## src/hw/rtl/grs_pkg.sv

```systemverilog
// Shared types, constants and helper functions for the group reverse sequence unit.
`timescale 1ns / 1ps
`default_nettype none

package grs_pkg;

  localparam int unsigned MaxGroup   = 16;
  localparam int unsigned DataWidth  = 32;
  localparam int unsigned SizeWidth  = 5;
  localparam int unsigned AddrWidth  = $clog2(MaxGroup);

  localparam logic [SizeWidth-1:0] GroupSizeReset = SizeWidth'(2);

  typedef enum logic [1:0] {
    StIdle,
    StRead,
    StShow
  } grs_state_e;

  // Commands from the controller to the datapath.
  typedef struct packed {
    logic accept;   // store the incoming value and decide on emission
    logic read;     // fetch the next result from the group store
    logic advance;  // a result transfer completed, step the index
  } grs_cmd_t;

  // Status from the datapath to the controller.
  typedef struct packed {
    logic emit_go;  // the value being accepted releases a run of results
    logic last;     // the result on the output is the last of its run
  } grs_sts_t;

  // Group size as used: zero behaves as one, larger than the store saturates.
  function automatic logic [SizeWidth-1:0] eff_size(input logic [SizeWidth-1:0] raw);
    logic [SizeWidth-1:0] g;
    g = raw;
    if (g == '0) begin
      g = SizeWidth'(1);
    end
    if (g > SizeWidth'(MaxGroup)) begin
      g = SizeWidth'(MaxGroup);
    end
    return g;
  endfunction

endpackage

`default_nettype wire

```

## src/hw/rtl/grs_datapath.sv

```systemverilog
// Datapath: group size register, group store, fill and read counters, output register.
`timescale 1ns / 1ps
`default_nettype none

module grs_datapath (
  input  wire logic                             clk_i,
  input  wire logic                             rst_ni,
  input  wire logic                             cfg_we_i,
  input  wire logic [grs_pkg::SizeWidth-1:0]    cfg_wdata_i,
  input  wire logic [grs_pkg::DataWidth-1:0]    value_i,
  input  wire logic                             is_final_i,
  input  wire grs_pkg::grs_cmd_t                cmd_i,
  output grs_pkg::grs_sts_t                     sts_o,
  output logic [grs_pkg::DataWidth-1:0]         out_value_o,
  output logic                                  run_end_o
);

  logic [grs_pkg::SizeWidth-1:0] group_size_q;
  logic [grs_pkg::SizeWidth-1:0] fill_q, fill_d;
  logic [grs_pkg::SizeWidth-1:0] count_q, count_d;
  logic [grs_pkg::AddrWidth-1:0] idx_q, idx_d;
  logic                          rev_q, rev_d;
  logic [grs_pkg::DataWidth-1:0] rd_data_q;
  logic                          last_q;

  logic [grs_pkg::DataWidth-1:0] store_mem [grs_pkg::MaxGroup];

  logic [grs_pkg::SizeWidth-1:0] n_held;
  logic [grs_pkg::SizeWidth-1:0] g_eff;
  logic                          full_group;
  logic [grs_pkg::SizeWidth-1:0] rev_addr;
  logic [grs_pkg::AddrWidth-1:0] rd_addr;
  logic                          idx_last;

  always_comb begin
    g_eff      = grs_pkg::eff_size(group_size_q);
    n_held     = fill_q + grs_pkg::SizeWidth'(1);
    full_group = (n_held >= g_eff);
    rev_addr   = count_q - grs_pkg::SizeWidth'(1) - {1'b0, idx_q};
    rd_addr    = rev_q ? rev_addr[grs_pkg::AddrWidth-1:0] : idx_q;
    idx_last   = ({1'b0, idx_q} == (count_q - grs_pkg::SizeWidth'(1)));

    sts_o.emit_go = full_group | is_final_i;
    sts_o.last    = last_q;

    fill_d  = fill_q;
    count_d = count_q;
    rev_d   = rev_q;
    idx_d   = idx_q;
    if (cmd_i.accept) begin
      if (full_group || is_final_i) begin
        fill_d  = '0;
        count_d = n_held;
        rev_d   = full_group;
        idx_d   = '0;
      end else begin
        fill_d = n_held;
      end
    end
    if (cmd_i.advance) begin
      idx_d = idx_q + grs_pkg::AddrWidth'(1);
    end
  end

  always_ff @(posedge clk_i or negedge rst_ni) begin
    if (!rst_ni) begin
      group_size_q <= grs_pkg::GroupSizeReset;
      fill_q       <= '0;
      count_q      <= '0;
      rev_q        <= 1'b0;
      idx_q        <= '0;
      last_q       <= 1'b0;
    end else begin
      if (cfg_we_i) begin
        group_size_q <= cfg_wdata_i;
      end
      fill_q  <= fill_d;
      count_q <= count_d;
      rev_q   <= rev_d;
      idx_q   <= idx_d;
      if (cmd_i.read) begin
        last_q <= idx_last;
      end
    end
  end

  // The fill count never exceeds MaxGroup-1 before a write, so it always addresses the store.
  always_ff @(posedge clk_i) begin
    if (cmd_i.accept) begin
      store_mem[fill_q[grs_pkg::AddrWidth-1:0]] <= value_i;
    end
    if (cmd_i.read) begin
      rd_data_q <= store_mem[rd_addr];
    end
  end

  assign out_value_o = rd_data_q;
  assign run_end_o   = last_q;

endmodule

`default_nettype wire

```

## src/hw/rtl/grs_controller.sv

```systemverilog
// Controller: state machine sequencing input acceptance, store reads and result transfers.
`timescale 1ns / 1ps
`default_nettype none

module grs_controller (
  input  wire logic               clk_i,
  input  wire logic               rst_ni,
  input  wire logic               in_valid_i,
  output logic                    in_ready_o,
  output logic                    out_valid_o,
  input  wire logic               out_ready_i,
  input  wire grs_pkg::grs_sts_t  sts_i,
  output grs_pkg::grs_cmd_t       cmd_o
);

  grs_pkg::grs_state_e state_q, state_d;

  always_ff @(posedge clk_i or negedge rst_ni) begin
    if (!rst_ni) begin
      state_q <= grs_pkg::StIdle;
    end else begin
      state_q <= state_d;
    end
  end

  always_comb begin
    state_d     = state_q;
    in_ready_o  = 1'b0;
    out_valid_o = 1'b0;
    cmd_o       = '0;
    case (state_q)
      grs_pkg::StIdle: begin
        in_ready_o = 1'b1;
        if (in_valid_i) begin
          cmd_o.accept = 1'b1;
          if (sts_i.emit_go) begin
            state_d = grs_pkg::StRead;
          end
        end
      end
      grs_pkg::StRead: begin
        cmd_o.read = 1'b1;
        state_d    = grs_pkg::StShow;
      end
      grs_pkg::StShow: begin
        out_valid_o = 1'b1;
        if (out_ready_i) begin
          cmd_o.advance = 1'b1;
          state_d       = sts_i.last ? grs_pkg::StIdle : grs_pkg::StRead;
        end
      end
      default: begin
        state_d = grs_pkg::StIdle;
      end
    endcase
  end

endmodule

`default_nettype wire

```

## src/hw/rtl/group_reverse_sequence_unit.sv

```systemverilog
// Top level of the group reverse sequence unit: controller plus datapath.
//
// The unit takes a stream of signed 32-bit values on the slave channel, one value per
// transfer, with tlast marking the final value of a sequence. Values are collected in a
// 16-entry group store. Once group_size values are held, the whole group leaves on the
// master channel last value first; when tlast arrives with the group still incomplete,
// the partial group leaves in its original order. The master tlast is high on the last
// result released by one input transfer. A group size of zero or one passes values
// through, and a size above 16 counts as 16. The size register is written through
// cfg_we_i / cfg_wdata_i; the user must do so only while the unit is idle, since the
// block itself does not enforce it. An input that completes no group leaves the unit
// idle and ready for the next input. An input that releases n results moves the unit
// to a store read (StRead) and then to the output register (StShow), where the first
// result is offered. Each further result repeats the store read, paced by the
// single registered read port of the group store. One input is handled at a time: the
// slave tready stays low until the last result of a run has been transferred.
// When the receiver stalls, the result is held in the output register unchanged.
// Reset empties the store (fill count zero), returns to idle and sets group_size to 2.
`timescale 1ns / 1ps
`default_nettype none

module group_reverse_sequence_unit (
  input  wire logic                          clk_i,
  input  wire logic                          rst_ni,
  // Configuration: group_size register.
  input  wire logic                          cfg_we_i,
  input  wire logic [grs_pkg::SizeWidth-1:0] cfg_wdata_i,
  // Input stream.
  input  wire logic                          s_axis_tvalid,
  output logic                               s_axis_tready,
  input  wire logic [grs_pkg::DataWidth-1:0] s_axis_tdata,   // [31:0] value
  input  wire logic                          s_axis_tlast,   // is_final
  // Result stream.
  output logic                               m_axis_tvalid,
  input  wire logic                          m_axis_tready,
  output logic [grs_pkg::DataWidth-1:0]      m_axis_tdata,   // [31:0] out_value
  output logic                               m_axis_tlast    // run_end
);

  grs_pkg::grs_cmd_t cmd;
  grs_pkg::grs_sts_t sts;

  // The controller owns both handshakes; the datapath only follows commands.
  grs_controller u_ctrl (
    .clk_i       (clk_i),
    .rst_ni      (rst_ni),
    .in_valid_i  (s_axis_tvalid),
    .in_ready_o  (s_axis_tready),
    .out_valid_o (m_axis_tvalid),
    .out_ready_i (m_axis_tready),
    .sts_i       (sts),
    .cmd_o       (cmd)
  );

  grs_datapath u_dp (
    .clk_i       (clk_i),
    .rst_ni      (rst_ni),
    .cfg_we_i    (cfg_we_i),
    .cfg_wdata_i (cfg_wdata_i),
    .value_i     (s_axis_tdata),
    .is_final_i  (s_axis_tlast),
    .cmd_i       (cmd),
    .sts_o       (sts),
    .out_value_o (m_axis_tdata),
    .run_end_o   (m_axis_tlast)
  );

endmodule

`default_nettype wire

```

## config.mk

```make
export PLATFORM = sky130hd
export DESIGN_NAME = group_reverse_sequence_unit
export DESIGN_NICKNAME = d
export VERILOG_FILES = /design/src/hw/rtl/grs_pkg.sv /design/src/hw/rtl/grs_datapath.sv /design/src/hw/rtl/grs_controller.sv /design/src/hw/rtl/group_reverse_sequence_unit.sv
export SDC_FILE = /design/constraint.sdc
export NUM_CORES = 1
export LEC_CHECK = 0
export BUFFER_PORTS_ARGS = -buffer_cell sky130_fd_sc_hd__buf_4
export CAP_MARGIN = 20
export CORE_AREA = 2 2 165 289
export CTS_CLUSTER_DIAMETER = 80
export DETAILED_ROUTE_END_ITERATION = 8
export DIE_AREA = 0 0 167 291
export PLACE_DENSITY_LB_ADDON = 0.25
export SYNTH_ARGS = -nofsm -noshare
export SYNTH_HDL_FRONTEND = slang
export SYNTH_HIERARCHICAL = 1
export SYNTH_SLANG_ARGS = --single-unit
```

## constraint.sdc

```tcl
create_clock -name clk_i -period 9.4 [get_ports clk_i]
set_clock_uncertainty 0.15 [all_clocks]
set_input_delay 0.94 -clock clk_i [delete_from_list [all_inputs] [get_ports clk_i]]
set_output_delay 0.94 -clock clk_i [all_outputs]
set_load 0.02 [all_outputs]
```

=== Yosys cells after proc, flatten, opt, wreduce, memory -nomap -nowiden ===
Memories as Yosys holds them, arrays and structs flattened. A register that Yosys moved wholly into a read port is not among the register bits.
Cells that the tools add are included.

* Memory bits (writable): 512
* Output and inout port bits: 35
* Memories kept: 1
* Word-level logic and storage cells: 50
* Input port bits: 43
* Bits in registers: 23

{| class="wikitable"
|+ Memories
! memory !! depth !! bits a word !! read ports !! clocked after memory_dff !! wr ports !! line !! RTL
|-
| u_dp.store_mem || 16 || 32 || 1 || 1 || 1 || grs_datapath.sv:26 || <nowiki>logic [grs_pkg::DataWidth-1:0] store_mem [grs_pkg::MaxGroup];</nowiki>
|}

* Order comparisons: 2
* Bitwise operators: 1
* Multiplexer cells: 21
* Eq/ne operators: 6
* $add $sub $neg: 4
* Reduce and logical (&&, ||, !) cells: 8

{| class="wikitable"
|+ Operators with widths
! kind !! number
|-
| $mux W4 || 4
|-
| $mux W5 || 3
|-
| $mux W1 || 10
|-
| $mux W2 || 3
|-
| $ne A2 B2 Y1 const B || 3
|-
| $pmux W2 S3 || 1
|-
| $add A5 B1 Y5 const B || 1
|-
| $eq A4 B5 Y1 || 1
|-
| $ge A5 B5 Y1 || 1
|-
| $gt A5 B5 Y1 const B || 1
|-
| $logic_not A5 Y1 || 1
|-
| $sub A5 B1 Y5 const B || 1
|-
| $add A4 B1 Y4 const B || 1
|-
| $reduce_and A2 Y1 || 2
|-
| $reduce_bool A2 Y1 || 2
|-
| $sub A4 B4 Y4 || 1
|-
| $reduce_and A3 Y1 || 1
|-
| $eq A2 B1 Y1 const B || 1
|-
| $eq A2 B2 Y1 const B || 1
|-
| $logic_not A2 Y1 || 1
|-
| $logic_or A1 B1 Y1 || 1
|-
| $or A1 B1 Y1 || 1
|}

=== Longest topological paths before layout ===
* Depth in word-level cells: 9
* Depth in mapped cells: 10

=== Cells and area by module ===
Netlist, hierarchy kept.

{| class="wikitable"
|+ Modules (own cells, without submodules)
! module !! cells each !! sequential area each (µm²) !! times used !! area an instance (µm²)
|-
| grs_datapath || 1358 || 16862.4 || 1 || 22794.4
|-
| grs_controller || 12 || 50.0 || 1 || 117.6
|}

=== Worst setup path after synthesis ===
OpenSTA, ideal clock, no wires.

* Path type: input port to flip-flop
* Start point: input s_axis_tvalid
* End point: memory u_dp/store_mem[0][0] (netlist name) (enable)
* Data required time: 8789 ps
* Stages: 4
* Path slack: 5030 ps
* Library setup time: 461 ps
* Arrival time: 3759 ps
* Path through: and2_1 > clkbuf_1 > nand2_1 > nor3_1

* Cells in the longest elaborated chain, start to end: 4

{| class="wikitable"
|+ Ends and longest elaborated chain
! what !! line !! RTL
|-
| from (decl) || group_reverse_sequence_unit.sv:29 || <nowiki>input wire logic s_axis_tvalid,</nowiki>
|-
| $mux W1 || grs_controller.sv:34 || <nowiki>if (in_valid_i) begin</nowiki>
|-
| $mux W1 || grs_controller.sv:31 || <nowiki>case (state_q)</nowiki>
|-
| $mux W1 || grs_datapath.sv:89 || <nowiki>if (cmd_i.accept) begin</nowiki>
|-
| $mux W1 (implied by the code) || grs_datapath.sv:90 || <nowiki>store_mem[fill_q[grs_pkg::AddrWidth-1:0]] <= value_i;</nowiki>
|-
| to (decl) || grs_datapath.sv:26 ||
|}

Every way passes these cells.

=== Final worst setup path ===
* Start point: register u_dp/count_q[0] (netlist name)
* End point: register u_dp.rd_data_q, in the netlist u_dp/out_value_o[23] (read register of u_dp.store_mem) (data pin)

* Cells in the longest elaborated chain, start to end: 3

{| class="wikitable"
|+ Ends and longest elaborated chain
! what !! line !! RTL
|-
| from (decl) || grs_datapath.sv:20 || <nowiki>logic [grs_pkg::SizeWidth-1:0] count_q, count_d;</nowiki>
|-
| from (signal assigned) || grs_datapath.sv:78 || <nowiki>count_q <= count_d;</nowiki>
|-
| $sub A5 B1 Y5 || grs_datapath.sv:39 || <nowiki>rev_addr = count_q - grs_pkg::SizeWidth'(1) - {1'b0, idx_q};</nowiki>
|-
| $sub A4 B4 Y4 || grs_datapath.sv:39 ||
|-
| $mux W4 || grs_datapath.sv:40 || <nowiki>rd_addr = rev_q ? rev_addr[grs_pkg::AddrWidth-1:0] : idx_q;</nowiki>
|-
| to (decl) || grs_datapath.sv:23 || <nowiki>logic [grs_pkg::DataWidth-1:0] rd_data_q;</nowiki>
|}

Every way passes these cells.
A chain may end at the register's enable or synchronous reset.

==> flow_metrics.py <==
metrics = {
    "status": {
        "status": "finished clean",
    },
    "power_and_ir_drop": {
        "seq_power_share_pct": 37.1,
        "combPwrFrac_pct": 39.3,
        "irDropWorstVdd_mv": 0.319,
        "clkPwrFrac_pct": 23.6,
        "p_int_mw": 5.48,
        "p_sw_share_pct": 36.6,
        "leakage_nw": 8.89,
        "powerDensity_mw_per_mm2": 336,
        "p_sw_mw": 3.17,
    },
    "synth": {
        "synth-main-ff-cell": "edfxtp_1",
        "synth_common_cells": "edfxtp_1, and3_1, a211oi_1",
        "syn_inst": 1370,
        "synth_cell_types": 61,
        "yosys_register_bits": 567,
        "yosys.cell_count.top_type": "edfxtp_1",
        "ys_seq_area_share_pct": 73.8,
        "synth_area_leaders": "edfxtp_1, a211oi_1, and3_1",
        "synth_edf_count": 544,
        "yosysTopAreaCellShare_pct": 71.3,
        "syn_area_mm2": 0.0229,
        "yosys_warnings": 6,
        "avgSynthCellArea_um2": 16.7,
        "synth_fp_nets": 1428,
        "synthArstFlopShare_pct": 4.06,
        "yosysTopAreaCell": "edfxtp_1",
    },
    "timing": {
        "drv_slew": 0,
        "rsz0062_at_grt": "no",
        "setup_viol": 0,
        "setup_ws_ns": 4.68,
        "setup-tns-final_ns": 0,
        "hold_viol": 0,
        "max_freq_mhz": 212,
        "tightest_slew_ns": 1.04,
        "relSlewSlack_pct": 30.7,
        "min_period_ns": 4.72,
        "period_share_pct": 50.3,
    },
    "clocking": {
        "cts_tree": "yes",
        "ctsResizeCount": 0,
        "cts_root_buf": "clkbuf_16",
        "ctsLongestPathBuffers": 3,
        "cts.sinks": 567,
        "hold_buffers": 0,
        "htree_levels": 2,
        "insertion_delay_ns": 0.56,
        "cts_buffers": 49,
        "cts_setup_buffers": 0,
        "clk_pin_slew_ns": 0.07,
    },
    "floorplanning": {
        "ioPinCount": 78,
        "dieHeight_um": 291,
        "initial_core_util_pct": 49.4,
        "num_rows": 105,
        "fp.coreArea_mm2": 0.0464,
        "die_w_um": 167,
        "die-area_mm2": 0.0486,
    },
    "cells_and_area": {
        "fillers": 3596,
        "fin_nets": 1486,
        "area_delta_synth_final_pct": 12.2,
        "multi_input_area_mm2": 0.00552,
        "seqCellArea_mm2": 0.0169,
        "layout-drive-gt1-share_pct": 18.7,
    },
    "setup_path": {
        "r2r-end": "u_dp/out_value_o[23]",
        "worstSetupStartpointType": "flop",
        "end_kind": "flop",
        "worstSetupPathType": "flop to flop",
        "reg2reg_depth": 10,
        "crit_arrival_ns": 5.01,
        "rrSetupSlack_ns": 4.68,
        "path_max_fanout": 99,
        "required_ns": 9.69,
        "worstReg2RegStart": "u_dp/count_q[0]",
    },
    "grt": {
        "grt-ovfl-total": 0,
        "grt_pass1_wl_um": 80300,
        "grt_pass1_vias": 13200,
        "antenna_found_initial": 1,
        "grt_start_max_net_pins": 100,
        "gr-usage-all-layers_pct": 22.0,
    },
    "hold_path": {
        "hold_class": "primary input to asynchronous set/reset pin",
    },
    "drt": {
        "wl_met3_um": 2100,
        "highest_layer": "met5",
        "dr_wl_met2_um": 29200,
        "ant_nets": 0,
        "drc": 0,
        "wirelength_um": 53700,
        "routedWlPerCell_um": 26.1,
        "drt-initial-drc-count": 1010,
        "via_per_inst": 6.18,
        "dr.pass1.iters": 5,
        "num_vias": 12700,
        "drt-met1-wl_um": 20400,
    },
    "placed_design": {
        "gp_congestion": 0.753,
        "port_buffers": 77,
        "pre_cts_ws_ns": 4.64,
        "dp_hpwl_um": 28700,
    },
    "run": {
        "drv_cap": 0,
    },
}
sequential cells by signal, summed over array words and instances, names as in the netlist:
register / count
u_dp/out_value_o: 32
u_dp/run_end_o: 1
u_dp/idx_q: 4
u_dp/rev_q: 1
u_dp/store_mem: 512
u_dp/count_q: 5
u_dp/fill_q: 5
u_ctrl/state_q: 2
u_dp/group_size_q: 5
power groups by stage:
| stage | clock network [mW] | registers, mW | logic [mW] |
|---|---|---|---|
| after floorplan | 0 | 3.30 | 2.34 |
| after CTS | 2.08 | 3.20 | 3.43 |
| after global routing | 2.17 | 3.22 | 3.66 |
| after global placement | 0 | 3.25 | 3.36 |
| final | 2.04 | 3.20 | 3.40 |
| after detailed placement | 0 | 3.26 | 3.41 |
through the flow:
stage / instances / hold slack [ns] / total power [mW] / cell area, um2 / util [%]
after global placement: 1964 / 0.365 / 6.61 / 24100 / 51.9
after detailed placement: 1964 / 0.365 / 6.67 / 24100 / 51.9
after floorplan: 1370 / 0.331 / 5.64 / 22900 / -
after global routing: 2057 / 0.122 / 9.06 / 25700 / 55.4
final: 2058 / 0.117 / 8.64 / 25700 / 55.4
after CTS: 2056 / 0.0980 / 8.72 / 25700 / 55.4
worst max-delay path by stage:
stage | startpoint | end | slack (ns) | cells past startpoint
after floorplan | s_axis_tvalid | u_dp/store_mem[0][0] | 5.03 | 4
after global placement | u_dp/count_q[0] | u_dp/out_value_o[23] | 4.69 | 10
after detailed placement | u_dp/count_q[0] | u_dp/out_value_o[23] | 4.64 | 10
after CTS | u_dp/count_q[0] | u_dp/out_value_o[23] | 4.61 | 10
after global routing | u_dp/count_q[0] | u_dp/out_value_o[23] | 4.29 | 10
final | u_dp/count_q[0] | u_dp/out_value_o[23] | 4.68 | 10
cell usage in the layout (no fill, tap or decap), types with 17 or more instances in the layout:
cell type	instances
mux2i_1	65
edfxtp_1	544
mux2_2	32
and3_1	194
nand2_1	17
buf_4	112
a211oi_1	192
clkbuf_16	51
dfrtp_1	22
a2111oi_0	47
metal layers:
layer	vias up	track usage [%]
li1	5706	-
met2	335	40.8
met1	6567	25.9
met5	-	0
met4	2	8.89
met3	112	2.34
logic make-up (layout without fill, tap and decap cells):
group	Yosys count	count (layout)	share of synthesized area (%)
fa+ha+maj	15	15	0.852
flops	567	567	73.8
simple gates	265	265	6.90
other cells	0	1	0
compound gates	287	287	10.2
xor+xnor	11	11	0.486
mux	106	106	4.87
buf+inv	119	218	2.86
critical path, cell delays in order (launching register included):
cell and delay [ns]:
dfrtp_1 0.38, inv_1 0.07, ha_1 0.33, fa_1 0.46
nand2_2 0.08, buf_4 0.69, nand2_4 0.61, buf_4 0.60
mux2i_1 0.22, a2111oi_0 0.65, mux2_1 0.23
layout make-up:
| class | count | share of cell area (%) |
|---|---|---|
| Antenna cell | 1 | 0.00974 |
| Clock buffer | 57 | 5.05 |
| Clock inverter | 35 | 1.28 |
| Inverter | 13 | 0.190 |
| Multi-Input combinational cell | 684 | 21.5 |
| Sequential cell | 567 | 65.8 |
| Tap cell | 588 | 2.86 |
| Timing Repair Buffer | 113 | 3.32 |
Note: power is estimated with default switching activity, not from simulation.
